`src/assert_macros.svh`:
```
// assertion helpers included by the rtl sequencer file
`ifndef ASSERT_MACROS_SVH
`define ASSERT_MACROS_SVH

// property that must hold at every clock edge outside reset
`define ASSERT_ALWAYS(label, prop, msg) \
    label: assert property (@(posedge clk) disable iff (!rst_n) (prop)) else $error(msg);

// same-cycle implication
`define ASSERT_IMPLIES(label, cond, prop, msg) \
    label: assert property (@(posedge clk) disable iff (!rst_n) (cond) |-> (prop)) \
        else $error(msg);

// next-cycle implication
`define ASSERT_NEXT(label, cond, prop, msg) \
    label: assert property (@(posedge clk) disable iff (!rst_n) (cond) |=> (prop)) \
        else $error(msg);

`endif

```
`src/prs_pkg.sv`:
```
package prs_pkg;

    // one input word: a tick with its link samples
    typedef struct packed {
        logic start_req;
        logic link_connected;
        logic link_secure;
    } prs_in_t;

    // one result word per tick
    typedef struct packed {
        logic [1:0] request_count;
        logic       busy_res;
        logic       done_res;
        logic [1:0] outcome;
    } prs_out_t;

    // outcome codes
    localparam logic [1:0] PRS_OUT_OK      = 2'd0;
    localparam logic [1:0] PRS_OUT_NOCONN  = 2'd1;
    localparam logic [1:0] PRS_OUT_TIMEOUT = 2'd2;

    // register indexes
    localparam logic [1:0] PRS_REG_ROUND_LIMIT   = 2'd0;
    localparam logic [1:0] PRS_REG_POLL_INTERVAL = 2'd1;
    localparam logic [1:0] PRS_REG_REQUEST_GAP   = 2'd2;
    localparam logic [1:0] PRS_REG_ROUND_WAIT    = 2'd3;

    // register reset values
    localparam logic [7:0]  PRS_RST_ROUND_LIMIT = 8'd3;
    localparam logic [15:0] PRS_RST_ROUND_WAIT  = 16'd1000;

    // poll interval used when the register holds zero
    localparam logic [15:0] PRS_DEFAULT_POLL = 16'd20;

endpackage

```
`src/pairing_retry_sequencer.sv`:
```
// a tick word goes through the input register, then the result register
// throughput: one tick word per cycle while out_stall is low; the state update is one
// short pass between the input register and the result register
// reset: sequencer idle, counters cleared, registers back to their defaults
`include "assert_macros.svh"

module pairing_retry_sequencer
    import prs_pkg::*;
(
    input  logic       clk,
    input  logic       rst_n,
    input  logic       in_valid,
    output logic       in_stall,
    input  prs_in_t    in_data,
    output logic       out_valid,
    input  logic       out_stall,
    output prs_out_t   out_data,
    input  logic       cfg_valid,
    output logic       cfg_ready,
    input  logic [1:0] cfg_index,
    input  logic [15:0] cfg_data
);

    typedef enum logic [1:0] {
        PH_IDLE = 2'd0,
        PH_GAP  = 2'd1,
        PH_POLL = 2'd2,
        PH_NEXT = 2'd3
    } phase_t;

    typedef enum logic {
        AT_ROUND   = 1'b0,
        AT_POLLCHK = 1'b1
    } flow_at_t;

    // the flow inside one tick never takes more than this many steps
    localparam int FLOW_STEPS = 4;

    // configuration registers
    logic [7:0]  round_limit_reg;
    logic [15:0] poll_interval_reg;
    logic [15:0] request_gap_reg;
    logic [15:0] round_wait_reg;

    // sequencer state
    phase_t      phase_reg, phase_next;
    logic [7:0]  rounds_reg, rounds_next;
    logic [16:0] elapsed_reg, elapsed_next;
    logic [15:0] timer_reg, timer_next;

    // pipeline registers
    logic        in_vld_reg;
    prs_in_t     in_data_reg;
    logic        out_vld_reg;
    prs_out_t    out_data_reg, out_data_next;

    logic        adv;
    logic        fire;
    logic [15:0] poll_eff;

    // config port, always ready
    assign cfg_ready = 1'b1;

    always_ff @(posedge clk or negedge rst_n)
    begin
        if (!rst_n)
        begin
            round_limit_reg   <= PRS_RST_ROUND_LIMIT;
            poll_interval_reg <= '0;
            request_gap_reg   <= '0;
            round_wait_reg    <= PRS_RST_ROUND_WAIT;
        end
        else if (cfg_valid && cfg_ready)
        begin
            case (cfg_index)
                PRS_REG_ROUND_LIMIT:   round_limit_reg   <= cfg_data[7:0];
                PRS_REG_POLL_INTERVAL: poll_interval_reg <= cfg_data;
                PRS_REG_REQUEST_GAP:   request_gap_reg   <= cfg_data;
                PRS_REG_ROUND_WAIT:    round_wait_reg    <= cfg_data;
                default:               round_limit_reg   <= round_limit_reg;
            endcase
        end
    end

    // handshake: result stage moves when empty or being taken
    assign adv       = !out_vld_reg || !out_stall;
    assign fire      = in_vld_reg && adv;
    assign in_stall  = in_vld_reg && !adv;
    assign out_valid = out_vld_reg;
    assign out_data  = out_data_reg;

    assign poll_eff = (poll_interval_reg == '0) ? PRS_DEFAULT_POLL : poll_interval_reg;

    // input register
    always_ff @(posedge clk or negedge rst_n)
    begin
        if (!rst_n)
        begin
            in_vld_reg <= 1'b0;
        end
        else if (!in_stall)
        begin
            in_vld_reg <= in_valid;
        end
    end

    always_ff @(posedge clk)
    begin
        if (!in_stall)
        begin
            in_data_reg <= in_data;
        end
    end

    // one tick of the sequencer
    always_comb
    begin
        phase_t      ph;
        logic [7:0]  rd;
        logic [16:0] el;
        logic [15:0] tmr;
        logic [1:0]  req;
        logic [1:0]  res;
        logic        fin;
        logic        run;
        flow_at_t    at;
        logic        conn;
        logic        sec;

        ph   = phase_reg;
        rd   = rounds_reg;
        el   = elapsed_reg;
        tmr  = timer_reg;
        req  = 2'd0;
        res  = PRS_OUT_OK;
        fin  = 1'b0;
        run  = 1'b0;
        at   = AT_ROUND;
        conn = in_data_reg.link_connected;
        sec  = in_data_reg.link_secure;

        // entry point by phase
        case (phase_reg)
            PH_IDLE:
            begin
                if (in_data_reg.start_req)
                begin
                    if (sec)
                    begin
                        fin = 1'b1;
                        res = PRS_OUT_OK;
                    end
                    else
                    begin
                        rd  = '0;
                        el  = '0;
                        run = 1'b1;
                        at  = AT_ROUND;
                    end
                end
            end
            PH_NEXT:
            begin
                run = 1'b1;
                at  = AT_ROUND;
            end
            default:
            begin
                if (tmr > 16'd1)
                begin
                    tmr = tmr - 16'd1;
                end
                else
                begin
                    tmr = '0;
                    if (phase_reg == PH_GAP)
                    begin
                        req = 2'(req + 2'd1);
                        el  = '0;
                    end
                    run = 1'b1;
                    at  = AT_POLLCHK;
                end
            end
        endcase

        // zero-time flow: round start and status checks
        for (int i = 0; i < FLOW_STEPS; i++)
        begin
            if (run)
            begin
                if (at == AT_ROUND)
                begin
                    if (rd >= round_limit_reg)
                    begin
                        fin = 1'b1;
                        run = 1'b0;
                        res = !conn ? PRS_OUT_NOCONN : (sec ? PRS_OUT_OK : PRS_OUT_TIMEOUT);
                    end
                    else if (!conn)
                    begin
                        fin = 1'b1;
                        run = 1'b0;
                        res = PRS_OUT_NOCONN;
                    end
                    else
                    begin
                        req = 2'(req + 2'd1);
                        if (request_gap_reg != '0)
                        begin
                            tmr = request_gap_reg;
                            ph  = PH_GAP;
                            run = 1'b0;
                        end
                        else
                        begin
                            req = 2'(req + 2'd1);
                            el  = '0;
                            at  = AT_POLLCHK;
                        end
                    end
                end
                else
                begin
                    if (el < {1'b0, round_wait_reg})
                    begin
                        run = 1'b0;
                        if (!conn)
                        begin
                            fin = 1'b1;
                            res = PRS_OUT_NOCONN;
                        end
                        else if (sec)
                        begin
                            fin = 1'b1;
                            res = PRS_OUT_OK;
                        end
                        else
                        begin
                            tmr = poll_eff;
                            el  = 17'(el + {1'b0, poll_eff});
                            ph  = PH_POLL;
                        end
                    end
                    else if (sec)
                    begin
                        fin = 1'b1;
                        run = 1'b0;
                        res = PRS_OUT_OK;
                    end
                    else
                    begin
                        rd = 8'(rd + 8'd1);
                        if (req != 2'd0 && rd < round_limit_reg)
                        begin
                            ph  = PH_NEXT;
                            run = 1'b0;
                        end
                        else
                        begin
                            at = AT_ROUND;
                        end
                    end
                end
            end
        end

        if (fin)
        begin
            ph  = PH_IDLE;
            tmr = '0;
        end

        phase_next   = ph;
        rounds_next  = rd;
        elapsed_next = el;
        timer_next   = tmr;

        out_data_next.request_count = req;
        out_data_next.busy_res      = (ph != PH_IDLE);
        out_data_next.done_res      = fin;
        out_data_next.outcome       = fin ? res : PRS_OUT_OK;
    end

    // state and result register
    always_ff @(posedge clk or negedge rst_n)
    begin
        if (!rst_n)
        begin
            phase_reg   <= PH_IDLE;
            rounds_reg  <= '0;
            elapsed_reg <= '0;
            timer_reg   <= '0;
            out_vld_reg <= 1'b0;
        end
        else
        begin
            if (adv)
            begin
                out_vld_reg <= in_vld_reg;
            end
            if (fire)
            begin
                phase_reg   <= phase_next;
                rounds_reg  <= rounds_next;
                elapsed_reg <= elapsed_next;
                timer_reg   <= timer_next;
            end
        end
    end

    always_ff @(posedge clk)
    begin
        if (fire)
        begin
            out_data_reg <= out_data_next;
        end
    end

    // checks
    `ASSERT_IMPLIES(a_done_not_busy, out_vld_reg && out_data_reg.done_res,
        !out_data_reg.busy_res, "finished sequence still reports busy")
    `ASSERT_IMPLIES(a_req_range, out_vld_reg, out_data_reg.request_count != 2'd3,
        "more than two pairing requests in one tick")
    `ASSERT_IMPLIES(a_outcome_with_done, out_vld_reg && !out_data_reg.done_res,
        out_data_reg.outcome == PRS_OUT_OK, "outcome set without done")
    `ASSERT_NEXT(a_idle_after_free, fire && !out_data_next.busy_res,
        phase_reg == PH_IDLE, "sequencer not idle after a non-busy result")

endmodule

```
`config.mk`:
```
export PLATFORM = sky130hd
export DESIGN_NAME = pairing_retry_sequencer
export DESIGN_NICKNAME = d
export VERILOG_FILES = /design/src/prs_pkg.sv /design/src/pairing_retry_sequencer.sv
export VERILOG_INCLUDE_DIRS = /design/src /design/src/src
export SDC_FILE = /design/constraint.sdc
export NUM_CORES = 1
export LEC_CHECK = 0
export BUFFER_PORTS_ARGS = -buffer_cell sky130_fd_sc_hd__buf_2
export CELL_PAD_IN_SITES_DETAIL_PLACEMENT = 1
export CELL_PAD_IN_SITES_GLOBAL_PLACEMENT = 2
export CORE_AREA = 3 3 224 160
export CTS_BUF_LIST = sky130_fd_sc_hd__clkbuf_4
export DETAILED_ROUTE_END_ITERATION = 16
export DIE_AREA = 0 0 227 163
export PLACE_DENSITY = 0.89
export SYNTH_ARGS = -nofsm -noshare
export SYNTH_HDL_FRONTEND = slang
export SYNTH_SLANG_ARGS = --single-unit
```
`constraint.sdc`:
```
create_clock -name clk -period 15.8 [get_ports clk]
set_input_delay 0.79 -clock clk [delete_from_list [all_inputs] [get_ports clk]]
set_output_delay 0.79 -clock clk [all_outputs]
set_load 0.02 [all_outputs]
```
==> metrics.csv <==
stage,metric,value,unit
critical_path,RR Startpoint,phase_reg[1],
critical_path,type of the worst setup path,flop to flop,
placement,post-DP HPWL,47400,um
yosys,Synth Register Bits,110,
clock_network,clock sinks,110,
routing,residual DRC count,0,
sta,Final Critical Period,14.87,ns
yosys,synthesized cell area,13800,um^2
critical_path,Critical Path Max Stage Delay,0.86,ns
critical_path,Reg2Reg Capture Point,timer_reg[14],
routing,WL met1,29100,um
clock_network,root buffer cell,clkbuf_4,
yosys,Post-Synthesis Cells,1662,
clock_network,clk_lat worst skew,0.55,ns
power_and_ir_drop,Worst VDD drop,0.0782,mV
routing,via count,13700,
sta,Layout Skew,0.0430,ns
yosys,Ys Warns,0,
sta,Worst slew margin,25.2,%
die,die width,227,um
finish,share of cells above drive strength 1,12.2,%
finish,max FFs per register,17,
power_and_ir_drop,Final Total Pwr,1640,uW
die,die area,37000,um^2
clock_network,clock buffers created by TritonCTS,9,
clock_network,"Reg clk slew, reported paths",0.21,ns
grt,vias in the first global route,13400,
critical_path,reg2reg setup slack,0.93,ns
yosys,distinct cell type count after synthesis,107,
critical_path,"Req. time, crit path",16.23,ns
finish,diode count,0,
yosys,"Async S/R FF share, synth",91.8,%
die,cell row count,56,
finish,Area growth syn-to-layout,6.48,%
power_and_ir_drop,Leakage,0.00692,uW
critical_path,"most used cell, CP",o21ai_0,
routing,iteration count of the initial detailed-routing pass,5,
sta,Final Hold Fails,0,
routing,Routed Antenna Nets,0,
yosys,number of synthesized flops with an enable pin,9,
clock_network,CTS Hold Bufs,0,
critical_path,CP max FO,20,
die,die span in y,163,um
grt,total grt overflow,0,
grt,initial antenna violation count,1,
die,area of the core,33600,um^2
flow_run,max-cap violations,0,
placement,routability cong.,1.01,
yosys,"Seq/Total Area, Yosys",20.4,%
routing,wire per inst,27.3,um
sta,Slew @ Worst Pin,1.12,ns
critical_path,FF-to-FF path depth,45,
routing,Highest Signal Layer,met4,
die,starting density of the core,41.1,%
sta,final count of negative-setup-slack endpoints,0,
critical_path,family with the most delay on the worst path,compound AO/OA/AOI/OAI gates,
die,I/O Pins,35,
sta,setup_tns,0,ns
yosys,"Top FF cell, synth",dfrtp_1,
critical_path,Levels on crit path,45,
sta,RSZ-0062 raised after global routing,false,
sta,Tcrit/Tclk final,94.1,%
routing,Post-Route WL,57900,um
routing,met2 routed WL,21500,um
run_status,status,finished clean,
yosys,Syn Area/Cell,8.29,um^2
clock_network,CTS tree,done,
grt,Total Routing Usage GR,31.2,%
routing,initial DRC count,1363,
critical_path,crit path launch,phase_reg[1],
critical_path,critical path's slowest cell,nor2_2,
critical_path,"Arr. time, crit path",15.30,ns
sta,"Slew Viols, Final",0,
placement,port bufs,33,
sta,fmax,0.0673,GHz
critical_path,CP Buf/Inv Count,2,
grt,largest net degree at the start of global routing,70,
critical_path,CP Launch Type,flop,
yosys,syn_nets,1893,
critical_path,CP Capture Type,flop,
clock_network,CTS Buffer Depth,2,
clock_network,CTS H-tree depth,3,
finish,Nets,1911,
routing,Via density,6.47,
routing,DR WL met3,6780,um
grt,global-route wire length before repair,85800,um
worst_hold_path,Worst Hold Class,primary input to async pin,
power_and_ir_drop,pwr/cell area,112,nW/um^2
-- layout by cell type, fill, tap and decap left out, drive strengths merged, types with 13 or more instances in the layout --
cell type / count
a21o: 47
o21ai: 127
nor2: 108
o21a: 22
nor2b: 23
nor4: 16
a31oi: 13
and3: 17
nand3: 40
mux2: 58
inv: 83
ha: 201
o22ai: 21
a211oi: 17
a21oi: 118
nand4: 26
xor2: 45
dfrtp: 93
xnor2: 68
buf: 63
nand2b: 26
nor3: 39
or3: 13
a22oi: 15
o21bai: 20
nand2: 169
and2: 20
-- layer usage --
metal  vias up  GRT usage [%]
li1       6153              -
met3        49           10.8
met5         -              0
met4         0           3.70
met2       617           40.8
met1      6887           49.4
-- worst reg2reg max path, delay by kind of cell (launching register included) --
| family | cells | cell delay [ns] |
|---|---|---|
| buffers and inverters | 2 | 0.44 |
| AO/OA/AOI/OAI | 25 | 7.50 |
| flip-flops | 1 | 0.45 |
| adder cells (fa/ha/maj) | 5 | 1.81 |
| AND/OR/NAND/NOR | 13 | 4.56 |
-- cells by family after synthesis --
group	share of synthesized area [%]
buf+inv	3.86
mux	5.68
simple gates	19.4
other cells	0.0272
fa+ha+maj	18.8
flops	20.4
compound gates	24.0
xor+xnor	7.86
-- report_power, final --
part,internal (uW),switching [uW],leakage [uW]
Combinational,372,661,0.00548
Sequential,344,88.4,0.00134
Clock,66.5,112,0.0000928
-- cell usage after synthesis (9+ instances only) --
master	instances	share of area (%)
a31oi_1	13	0.59
mux2_2	56	4.6
nor3_1	38	1.4
o21bai_1	20	1.1
xor2_1	43	2.7
a22oi_1	15	0.82
nand3_1	38	1.4
o21a_1	21	1.1
a211oi_1	16	0.87
o22ai_1	21	0.95
ha_1	201	18
or3_1	12	0.54
xnor2_1	62	3.9
mux2i_1	10	0.73
inv_1	78	2.1
and2_1	20	0.91
nor4_1	15	0.68
a21oi_1	116	4.2
and3_1	17	0.77
a21o_1	47	2.6
nand4_1	24	1.1
o21ai_1	32	1.2
nand2b_1	24	1.1
edfxtp_1	9	2.0
o21ai_0	90	3.3
dfrtp_1	93	17
nand2_1	168	4.6
clkbuf_1	48	1.3
nor2_1	108	2.9
nor2b_1	23	1.0
-- how the worst max path moves through the flow --
stage	end	slack [ns]
after floorplan	elapsed_reg[15]	4.03
after global placement	timer_reg[10]	2.19
after detailed placement	timer_reg[10]	1.47
after CTS	timer_reg[14]	1.38
after global routing	timer_reg[10]	0.05
final	timer_reg[14]	0.93
-- layout make-up --
| cell class | instances | area, um^2 |
|---|---|---|
| fill | 4039 | 18900 |
| multi-input combinational | 1416 | 10500 |
| clock inverter | 7 | 103 |
| timing repair buffer | 63 | 393 |
| inverter | 80 | 300 |
| tap | 435 | 544 |
| clock buffer | 9 | 67.6 |
| sequential | 110 | 2810 |
-- stage by stage --
stage	instances	hold WS (ns)	utilization (%)	instance area, um^2	worst slack (ns)
floorplan	1662	0.457	-	13800	4.03
global placement	2104	0.492	43.2	14500	2.19
detailed placement	2104	0.500	43.2	14500	1.47
CTS	2120	0.140	43.7	14700	1.38
global route	2120	0.157	43.7	14700	0.0491
finish	2120	0.178	43.7	14700	0.934
-- what timing repair did --
item / CTS / global route
gates resized for setup: 0 / 2
setup endpoints to repair: 0 / 15
setup buffers: 0 / 0
No activity file was read; power rests on OpenSTA's default activity.
